<file path="src/rtl/rse_pkg.sv">
`timescale 1ns / 1ps

package rse_pkg;

    localparam int NUM_CHECK_DEF = 4;
    localparam int SYM_W         = 8;
    localparam int IDX_W         = 3;
    localparam int GEN_W         = 64;
    localparam int CFG_ADDR_W    = 1;
    localparam int S_TDATA_W     = 8;
    localparam int M_TDATA_W     = 16;

    localparam logic [SYM_W-1:0] FIELD_POLY_RST = 8'd29;
    localparam logic [GEN_W-1:0] GEN_COEFFS_RST = '0;

    // register indexes of the configuration port
    localparam logic [CFG_ADDR_W-1:0] CFG_FIELD_POLY = 1'b0;
    localparam logic [CFG_ADDR_W-1:0] CFG_GEN_COEFFS = 1'b1;

    // one data byte handed to the remainder update
    typedef struct packed {
        logic             valid;
        logic             last;
        logic [SYM_W-1:0] data;
    } rse_step_t;

endpackage

</file>
<file path="src/rtl/rse_lfsr.sv">
`timescale 1ns / 1ps

module rse_lfsr #(
    parameter int NUM_CHECK = rse_pkg::NUM_CHECK_DEF
) (
    input  logic                                      aclk,
    input  logic                                      aresetn,
    input  rse_pkg::rse_step_t                        step,
    input  logic [rse_pkg::SYM_W-1:0]                 field_poly,
    input  logic [rse_pkg::GEN_W-1:0]                 gen_coeffs,
    output logic [NUM_CHECK-1:0][rse_pkg::SYM_W-1:0]  check_bytes
);
    import rse_pkg::*;

    logic [NUM_CHECK-1:0][SYM_W-1:0] rem_reg;
    logic [NUM_CHECK-1:0][SYM_W-1:0] rem_next;
    logic [NUM_CHECK-1:0][SYM_W-1:0] rem_new;

    function automatic logic [SYM_W-1:0] gf_xtime(input logic [SYM_W-1:0] a,
                                                   input logic [SYM_W-1:0] poly);
        gf_xtime = {a[SYM_W-2:0], 1'b0} ^ (a[SYM_W-1] ? poly : '0);
    endfunction

    generate
        if (NUM_CHECK == 1) begin : g_parity
            // single check byte: plain xor of the data bytes
            assign rem_new[0] = rem_reg[0] ^ step.data;
        end else begin : g_div
            logic [SYM_W-1:0]            fb;
            logic [SYM_W-1:0][SYM_W-1:0] pw;
            logic [NUM_CHECK-1:0][SYM_W-1:0] prod;

            always_comb begin
                fb    = step.data ^ rem_reg[0];
                pw[0] = fb;
                // fb * x^j, shared by all taps
                for (int j = 1; j < SYM_W; j++) begin
                    pw[j] = gf_xtime(pw[j-1], field_poly);
                end
                for (int i = 0; i < NUM_CHECK; i++) begin
                    prod[i] = '0;
                    for (int j = 0; j < SYM_W; j++) begin
                        if (gen_coeffs[SYM_W*i + j]) begin
                            prod[i] = prod[i] ^ pw[j];
                        end
                    end
                end
                for (int i = 0; i < NUM_CHECK - 1; i++) begin
                    rem_new[i] = rem_reg[i+1] ^ prod[i];
                end
                rem_new[NUM_CHECK-1] = prod[NUM_CHECK-1];
            end
        end
    endgenerate

    assign check_bytes = rem_new;

    always_comb begin
        rem_next = rem_reg;
        if (step.valid) begin
            rem_next = step.last ? '0 : rem_new;
        end
    end

    always_ff @(posedge aclk) begin
        if (!aresetn) begin
            rem_reg <= '0;
        end else begin
            rem_reg <= rem_next;
        end
    end

endmodule

</file>
<file path="src/rtl/rse_unload.sv">
`timescale 1ns / 1ps

module rse_unload #(
    parameter int NUM_CHECK = rse_pkg::NUM_CHECK_DEF
) (
    input  logic                                      aclk,
    input  logic                                      aresetn,
    input  logic                                      load_en,
    input  logic [NUM_CHECK-1:0][rse_pkg::SYM_W-1:0]  load_bytes,
    output logic                                      can_load,
    output logic                                      out_valid,
    input  logic                                      out_ready,
    output logic [rse_pkg::SYM_W-1:0]                 out_symbol,
    output logic [rse_pkg::IDX_W-1:0]                 out_index,
    output logic                                      out_last
);
    import rse_pkg::*;

    localparam int CNT_W = $clog2(NUM_CHECK + 1);

    logic [NUM_CHECK-1:0][SYM_W-1:0] buf_reg, buf_next;
    logic [CNT_W-1:0]                cnt_reg, cnt_next;
    logic [IDX_W-1:0]                idx_reg, idx_next;
    logic                            pop;

    assign out_valid  = (cnt_reg != '0);
    assign pop        = out_valid && out_ready;
    assign can_load   = (cnt_reg == '0) || ((cnt_reg == CNT_W'(1)) && out_ready);
    assign out_symbol = buf_reg[0];
    assign out_index  = idx_reg;
    assign out_last   = (idx_reg == IDX_W'(NUM_CHECK - 1));

    always_comb begin
        buf_next = buf_reg;
        cnt_next = cnt_reg;
        idx_next = idx_reg;
        if (load_en) begin
            buf_next = load_bytes;
            cnt_next = CNT_W'(NUM_CHECK);
            idx_next = '0;
        end else if (pop) begin
            for (int i = 0; i < NUM_CHECK - 1; i++) begin
                buf_next[i] = buf_reg[i+1];
            end
            cnt_next = cnt_reg - CNT_W'(1);
            idx_next = idx_reg + IDX_W'(1);
        end
    end

    always_ff @(posedge aclk) begin
        buf_reg <= buf_next;
    end

    always_ff @(posedge aclk) begin
        if (!aresetn) begin
            cnt_reg <= '0;
            idx_reg <= '0;
        end else begin
            cnt_reg <= cnt_next;
            idx_reg <= idx_next;
        end
    end

endmodule

</file>
<file path="src/rtl/rs_systematic_encoder.sv">
`timescale 1ns / 1ps
// the last data beat is registered in the input register, then its check bytes in the output shift register
// throughput: one data beat per cycle; NUM_CHECK check beats leave the output shift
// register per codeword, one per cycle when m_tready is high, while data of the next codeword keeps flowing
// a last data beat waits in the input register while the previous check run is draining
// reset (aresetn low, synchronous): remainder cleared and output buffer emptied, field poly 29,
// generator coefficients 0
module rs_systematic_encoder #(
    parameter int NUM_CHECK = rse_pkg::NUM_CHECK_DEF
) (
    input  logic                               aclk,
    input  logic                               aresetn,
    input  logic                               cfg_wr_en,
    input  logic [rse_pkg::CFG_ADDR_W-1:0]     cfg_addr,
    input  logic [rse_pkg::GEN_W-1:0]          cfg_wdata,
    input  logic                               s_tvalid,
    output logic                               s_tready,
    input  logic [rse_pkg::S_TDATA_W-1:0]      s_tdata,   // [7:0] data_symbol
    input  logic                               s_tlast,   // last_symbol
    output logic                               m_tvalid,
    input  logic                               m_tready,
    output logic [rse_pkg::M_TDATA_W-1:0]      m_tdata,   // [7:0] check_symbol, [10:8] check_index
    output logic                               m_tlast    // last_check
);
    import rse_pkg::*;

    logic                  in_valid_reg, in_valid_next;
    logic                  in_last_reg;
    logic [SYM_W-1:0]      in_data_reg;
    logic [SYM_W-1:0]      field_poly_reg;
    logic [GEN_W-1:0]      gen_coeffs_reg;
    logic                  s_fire;
    logic                  stall;
    logic                  can_load;
    logic                  load_en;
    rse_step_t             step;
    logic [NUM_CHECK-1:0][SYM_W-1:0] check_bytes;
    logic [SYM_W-1:0]      check_symbol;
    logic [IDX_W-1:0]      check_index;

    // configuration registers
    always_ff @(posedge aclk) begin
        if (!aresetn) begin
            field_poly_reg <= FIELD_POLY_RST;
            gen_coeffs_reg <= GEN_COEFFS_RST;
        end else if (cfg_wr_en) begin
            unique case (cfg_addr)
                CFG_FIELD_POLY: field_poly_reg <= cfg_wdata[SYM_W-1:0];
                CFG_GEN_COEFFS: gen_coeffs_reg <= cfg_wdata;
                default: ;
            endcase
        end
    end

    // a last beat needs the output buffer free (or emptying this cycle)
    assign stall         = in_valid_reg && in_last_reg && !can_load;
    assign s_tready      = !stall;
    assign s_fire        = s_tvalid && s_tready;
    assign in_valid_next = s_fire || stall;

    assign step.valid = in_valid_reg && !stall;
    assign step.last  = in_last_reg;
    assign step.data  = in_data_reg;
    assign load_en    = step.valid && step.last;

    always_ff @(posedge aclk) begin
        if (!aresetn) begin
            in_valid_reg <= 1'b0;
        end else begin
            in_valid_reg <= in_valid_next;
        end
    end

    always_ff @(posedge aclk) begin
        if (s_fire) begin
            in_data_reg <= s_tdata[SYM_W-1:0];
            in_last_reg <= s_tlast;
        end
    end

    rse_lfsr #(
        .NUM_CHECK (NUM_CHECK)
    ) u_lfsr (
        .aclk        (aclk),
        .aresetn     (aresetn),
        .step        (step),
        .field_poly  (field_poly_reg),
        .gen_coeffs  (gen_coeffs_reg),
        .check_bytes (check_bytes)
    );

    rse_unload #(
        .NUM_CHECK (NUM_CHECK)
    ) u_unload (
        .aclk       (aclk),
        .aresetn    (aresetn),
        .load_en    (load_en),
        .load_bytes (check_bytes),
        .can_load   (can_load),
        .out_valid  (m_tvalid),
        .out_ready  (m_tready),
        .out_symbol (check_symbol),
        .out_index  (check_index),
        .out_last   (m_tlast)
    );

    assign m_tdata = {{(M_TDATA_W - SYM_W - IDX_W){1'b0}}, check_index, check_symbol};

    a_load_shows: assert property (@(posedge aclk) disable iff (!aresetn)
        load_en |=> m_tvalid && (check_index == '0))
        else $error("check run did not start after last data beat");

    a_run_ends: assert property (@(posedge aclk) disable iff (!aresetn)
        m_tvalid && m_tready && m_tlast && !load_en |=> !m_tvalid)
        else $error("check beats continue past the last one");

    a_stall_holds: assert property (@(posedge aclk) disable iff (!aresetn)
        stall |=> in_valid_reg && in_last_reg && $stable(in_data_reg))
        else $error("stalled last beat lost from input register");

    a_no_early_load: assert property (@(posedge aclk) disable iff (!aresetn)
        m_tvalid && !m_tlast |-> !load_en)
        else $error("check buffer reloaded while a run is pending");

endmodule

</file>
<file path="config.mk">
export PLATFORM = sky130hd
export DESIGN_NAME = rs_systematic_encoder
export DESIGN_NICKNAME = d
export VERILOG_FILES = /design/src/rtl/rse_pkg.sv /design/src/rtl/rse_lfsr.sv /design/src/rtl/rse_unload.sv /design/src/rtl/rs_systematic_encoder.sv
export SDC_FILE = /design/constraint.sdc
export NUM_CORES = 1
export LEC_CHECK = 0
export BUFFER_PORTS_ARGS = -buffer_cell sky130_fd_sc_hd__buf_4
export CAP_MARGIN = 5
export CORE_UTILIZATION = 60
export DETAILED_ROUTE_END_ITERATION = 7
export PLACE_DENSITY = 0.89
export SLEW_MARGIN = 25
export SYNTH_ARGS = -nofsm -noshare
export SYNTH_HDL_FRONTEND = slang
export SYNTH_SLANG_ARGS = --single-unit
</file>
<file path="constraint.sdc">
create_clock -name aclk -period 5.4 [get_ports aclk]
set_clock_uncertainty 0.2 [all_clocks]
set_input_delay 1.62 -clock aclk [delete_from_list [all_inputs] [get_ports aclk]]
set_output_delay 1.62 -clock aclk [all_outputs]
set_load 0.02 [all_outputs]
</file>
* After elaboration in Yosys (flattened, before gate mapping)
Cells that the tools add are included.
Widths: inputs -> output; s select.
** Word-level totals
- Register bits after elaboration :: 120
- Latch bits :: 0
- Memory bits (writable) :: 0
- Bits in read-only memories :: 0
- Input port bits :: 79
- Output and inout port bits :: 19
- Logic and storage cells :: 122
- Memories :: 0
** Operators by class
- Add/sub/neg operators :: 2
- Multiply operators :: 0
- Divide/modulo/power cells :: 0
- $lt $le $gt $ge :: 0
- Eq/ne operators :: 2
- Shift-type cells :: 0
- Mux-type cells :: 44
- Bitwise logic cells :: 41
- Reductions and logical operators :: 17
** Operators with widths (count)
- $mux 8 :: 39
- $xor 8x8->8 :: 39
- $mux 24 :: 2
- $mux 32 :: 1
- $logic_and 1x1->1 :: 7
- $mux 3 :: 2
- $reduce_and 2->1 :: 2
- $add 3x1->3 const B :: 1
- $eq 3x1->1 const B :: 1
- $eq 3x2->1 const B :: 1
- $logic_not 3->1 :: 1
- $reduce_bool 3->1 :: 1
- $sub 3x1->3 const B :: 1
- $logic_not 1->1 :: 2
- $logic_or 1x1->1 :: 2
- $not 1->1 :: 2
- $reduce_bool 2->1 :: 1
- $reduce_or 2->1 :: 1

* Longest topological paths before layout
- Word-level depth :: 19
- Mapped depth :: 16

* By module
From an unflattened synthesis, not the netlist that was laid out.
** Second synthesis, totals
- Cells, all modules :: 1399
- Area, all modules :: 11487.3 µm²
** Modules (own cells, without submodules)
- rse_lfsr :: instances 1, cells each 945, area each 6417.4 µm²
- rs_systematic_encoder :: instances 1, cells each 347, area each 3433.3 µm²
- rse_unload :: instances 1, cells each 107, area each 1636.6 µm²

* Worst setup path after synthesis
OpenSTA, ideal clock, no wires.
- Path type :: register to register
- Start :: reg in_data_reg[6]
- End :: reg u_unload.buf_reg[14] (netlist name), data pin
- Library setup time :: 0.260 ns
- Arrival :: 3.881 ns
- Required time :: 4.940 ns
- Setup slack :: 1.059 ns
- Stages on the path, launching flop included :: 15
- Buffers on the path :: 2
- Period minus slack after synthesis :: 4.341 ns
- Cell sequence :: edfxtp_1 -> xnor2_1 -> buf_2 -> clkbuf_1 -> o21ai_0 -> a311oi_1 -> o22ai_1 -> o31a_1 -> a31oi_4 -> mux2i_1 -> xor3_1 -> o21a_2 -> nor3b_1 -> xnor3_1 -> mux2_4
** RTL lines
- start, declared :: line rs_systematic_encoder.sv:29 : logic [SYM_W-1:0] in_data_reg;
- start signal, assigned :: line rs_systematic_encoder.sv:76 : in_data_reg <= s_tdata[SYM_W-1:0];
- end signal, assigned :: line rse_unload.sv:51 : buf_reg <= buf_next;
- end, declared :: line rse_unload.sv:21 : logic [NUM_CHECK-1:0][SYM_W-1:0] buf_reg, buf_next;

==> flow_metrics.py <==
metrics = {
    "outcome": {
        "status": "finished, final reports clean",
    },
    "synth": {
        "syn_area_sq_mm": 0.0110,
        "ys_seq_elements": 120,
        "synth_ff_type": "dfxtp_1",
        "synthCells": 1376,
        "synth_edf_count": 41,
        "yosys_warnings": 0,
        "avgSynthCellArea_sq_um": 8.02,
        "synthArstFlopShare": 0,
        "synth.top_cell.area_share": 0.167,
        "synth_seq_area_share": 0.255,
        "synth_area_leaders": "xnor2_1 17%, dfxtp_1 14%, nand2_1 12%, edfxtp_1 11%, xor2_1 3.8%",
        "yosysTopAreaCell": "xnor2_1",
        "synthDistinctLibCells": 91,
    },
    "cts": {
        "cts.repair.resized": 0,
        "insertion_delay_ns": 0.42,
        "cts_setup_buffers": 0,
        "cts_made_buffers": 17,
        "root_buffer": "clkbuf_16",
        "cts.sinks": 120,
        "cts_max_path_buffers": 2,
        "postCtsHoldBufs": 0,
        "htree_levels": 4,
        "clk_pin_slew_ns": 0.06,
        "cts_tree": "done",
    },
    "layout": {
        "antenna_cells": 0,
        "fin_nets": 1476,
        "area_growth_pct": 11.0,
        "drive_above_1_share": 0.147,
        "final_common_cell": "nand2_1",
        "mostFrequentLayoutCells": "356 x nand2_1, 209 x xnor2_1, 114 x buf_4, 79 x dfxtp_1, 48 x xor2_1",
        "instances_no_fill": 1634,
    },
    "floorplan": {
        "floorplan.initialDensity": 0.612,
        "die_h_microns": 138,
        "die_w_microns": 138,
        "core-area_sq_mm": 0.0180,
        "pin_count": 98,
        "dieArea_sq_mm": 0.0189,
        "row_count": 49,
    },
    "placed_design": {
        "io_buffers": 60,
        "dp.cells": 1602,
        "hpwl_microns": 25300,
        "gp_congestion": 1.02,
    },
    "global_routing": {
        "antenna_found_initial": 0,
        "grt_pass1_vias": 9709,
        "grt_pass1_wl_microns": 53300,
        "grt.overflow.total": 0,
        "grt_usage": 0.380,
        "grt_max_degree": 50,
    },
    "setup_path": {
        "critPathKind": "reg2reg",
        "crit_top_cell": "buf_4",
        "reg2reg_slack_ns": 0.39,
        "critPathSlowestCell": "xor2_1",
        "start_kind": "register",
        "critical_path.max_fanout": 14,
        "arrival_ns": 5.01,
        "critPathRequiredTime_ns": 5.40,
        "end_kind": "register",
        "cp_slowest_stage_delay_ns": 0.56,
        "cp_cell_sequence": "xor2_1 > buf_4 > nor3_1 > buf_4 > nand2_1 > nand2_1 > o21ai_0 > a31oi_4 > buf_4 > mux2i_1 > xnor3_1 > a211oi_1 > buf_4 > o21ai_0 > xnor2_1 > buf_4 > o21ai_0",
        "cp_num_buf_inv": 5,
        "crit_family": "compound AO/OA/AOI/OAI gates",
    },
    "timing": {
        "rsz0062_at_grt": "false",
        "slew_headroom": 0.413,
        "worst_pin_slew_ns": 0.869,
        "finalCriticalPeriod_ns": 5.01,
        "hold_viol_final": 0,
        "setup_viol": 0,
        "tns_ns": 0,
        "max_freq_mhz": 199,
        "maxSlewViolCount": 0,
        "post-route-period-util": 0.928,
    },
    "route": {
        "viasPerCell": 6.37,
        "drc": 0,
        "drt_first_pass_iters": 6,
        "via_count": 10400,
        "wl_microns": 34500,
        "wl_per_cell_microns": 21.1,
        "drt_iter0_drc": 1395,
        "antenna_left": 0,
    },
    "pwr": {
        "power_density_mw_per_mm2": 358,
        "ir_drop_mv": 0.310,
        "power.leakage_nw": 4.49,
    },
    "run": {
        "max_cap_violations": 0,
    },
    "worst_hold_path": {
        "hp-class": "reg2reg",
    },
}
[layout make-up]
class,instances,area [sq um]
Sequential cell,120,2810
Timing Repair Buffer,116,896
Clock inverter,13,120
Fill cell,1496,5770
Multi-Input combinational cell,1122,7650
Tap cell,229,287
Inverter,15,56.3
Clock buffer,19,433
[report_power, final]
| group | switching, mW | internal (mW) |
|---|---|---|
| clock network | 0.437 | 0.635 |
| registers | 0.100 | 1.06 |
| logic | 1.26 | 0.894 |
| total | 1.80 | 2.59 |
[synth_stat cells, types with 5 or more instances]
cell type / instances
a211oi_1: 6
a21boi_0: 39
a21oi_1: 22
a22o_1: 27
and2_1: 7
and3_1: 6
buf_2: 9
buf_4: 16
clkbuf_1: 91
dfxtp_1: 79
edfxtp_1: 41
ha_1: 5
inv_1: 15
mux2_2: 18
mux2i_1: 26
nand2_1: 357
nand2b_1: 15
nand3_1: 43
nand4_1: 20
nor2_1: 34
nor3_1: 17
nor4_1: 5
o2111ai_1: 18
o211ai_1: 20
o21ai_0: 45
o311ai_0: 7
o31ai_1: 6
or3_1: 6
xnor2_1: 210
xnor3_1: 17
xor2_1: 48
[final timing paths]
kind,end,from,cells past startpoint
min reg2reg,field_poly_reg[0],field_poly_reg[0],2
max,u_unload.out_symbol[5],u_lfsr.rem_reg[6],17
max reg2reg,u_unload.out_symbol[5],u_lfsr.rem_reg[6],17
min,field_poly_reg[0],field_poly_reg[0],2
[metrics by stage]
stage | hold WS [ns] | utilization | setup WS (ns) | area (sq um) | total power [mW]
floorplan | 0.245 | - | 1.06 | 11100 | 2.69
global placement | 0.255 | 0.648 | 0.413 | 11700 | 3.22
detailed placement | 0.263 | 0.648 | 0.349 | 11700 | 3.26
CTS | 0.277 | 0.679 | 0.303 | 12200 | 4.34
global route | 0.313 | 0.680 | 0.151 | 12300 | 4.58
finish | 0.281 | 0.680 | 0.387 | 12300 | 4.39
[kinds of logic after synthesis]
logic type,count (synthesis),synth area share
muxes,48,0.0474
AOI/OAI and AO/OA,248,0.168
adders and majority gates,5,0.00567
and+or+nand+nor,531,0.209
other,1,0.000340
xor gates and xnor gates,285,0.259
buffers and inverters,138,0.0561
DFF,120,0.255
[per-layer routing]
| layer | part of all wire | GRT usage |
|---|---|---|
| met5 | 0 | 0 |
| met4 | 0.061 | 0.227 |
| met3 | 0.11 | 0.0887 |
| met2 | 0.44 | 0.580 |
| met1 | 0.39 | 0.485 |
[worst reg2reg max path: cells and delay by family, from the launching register on]
kind,cells,cell delay [ns]
compound gates,5,1.37
xor+xnor,3,1.10
buf+inv,5,1.04
flops,1,0.53
simple gates,3,0.35
mux,1,0.21
Power figures use the tool's default switching activity.
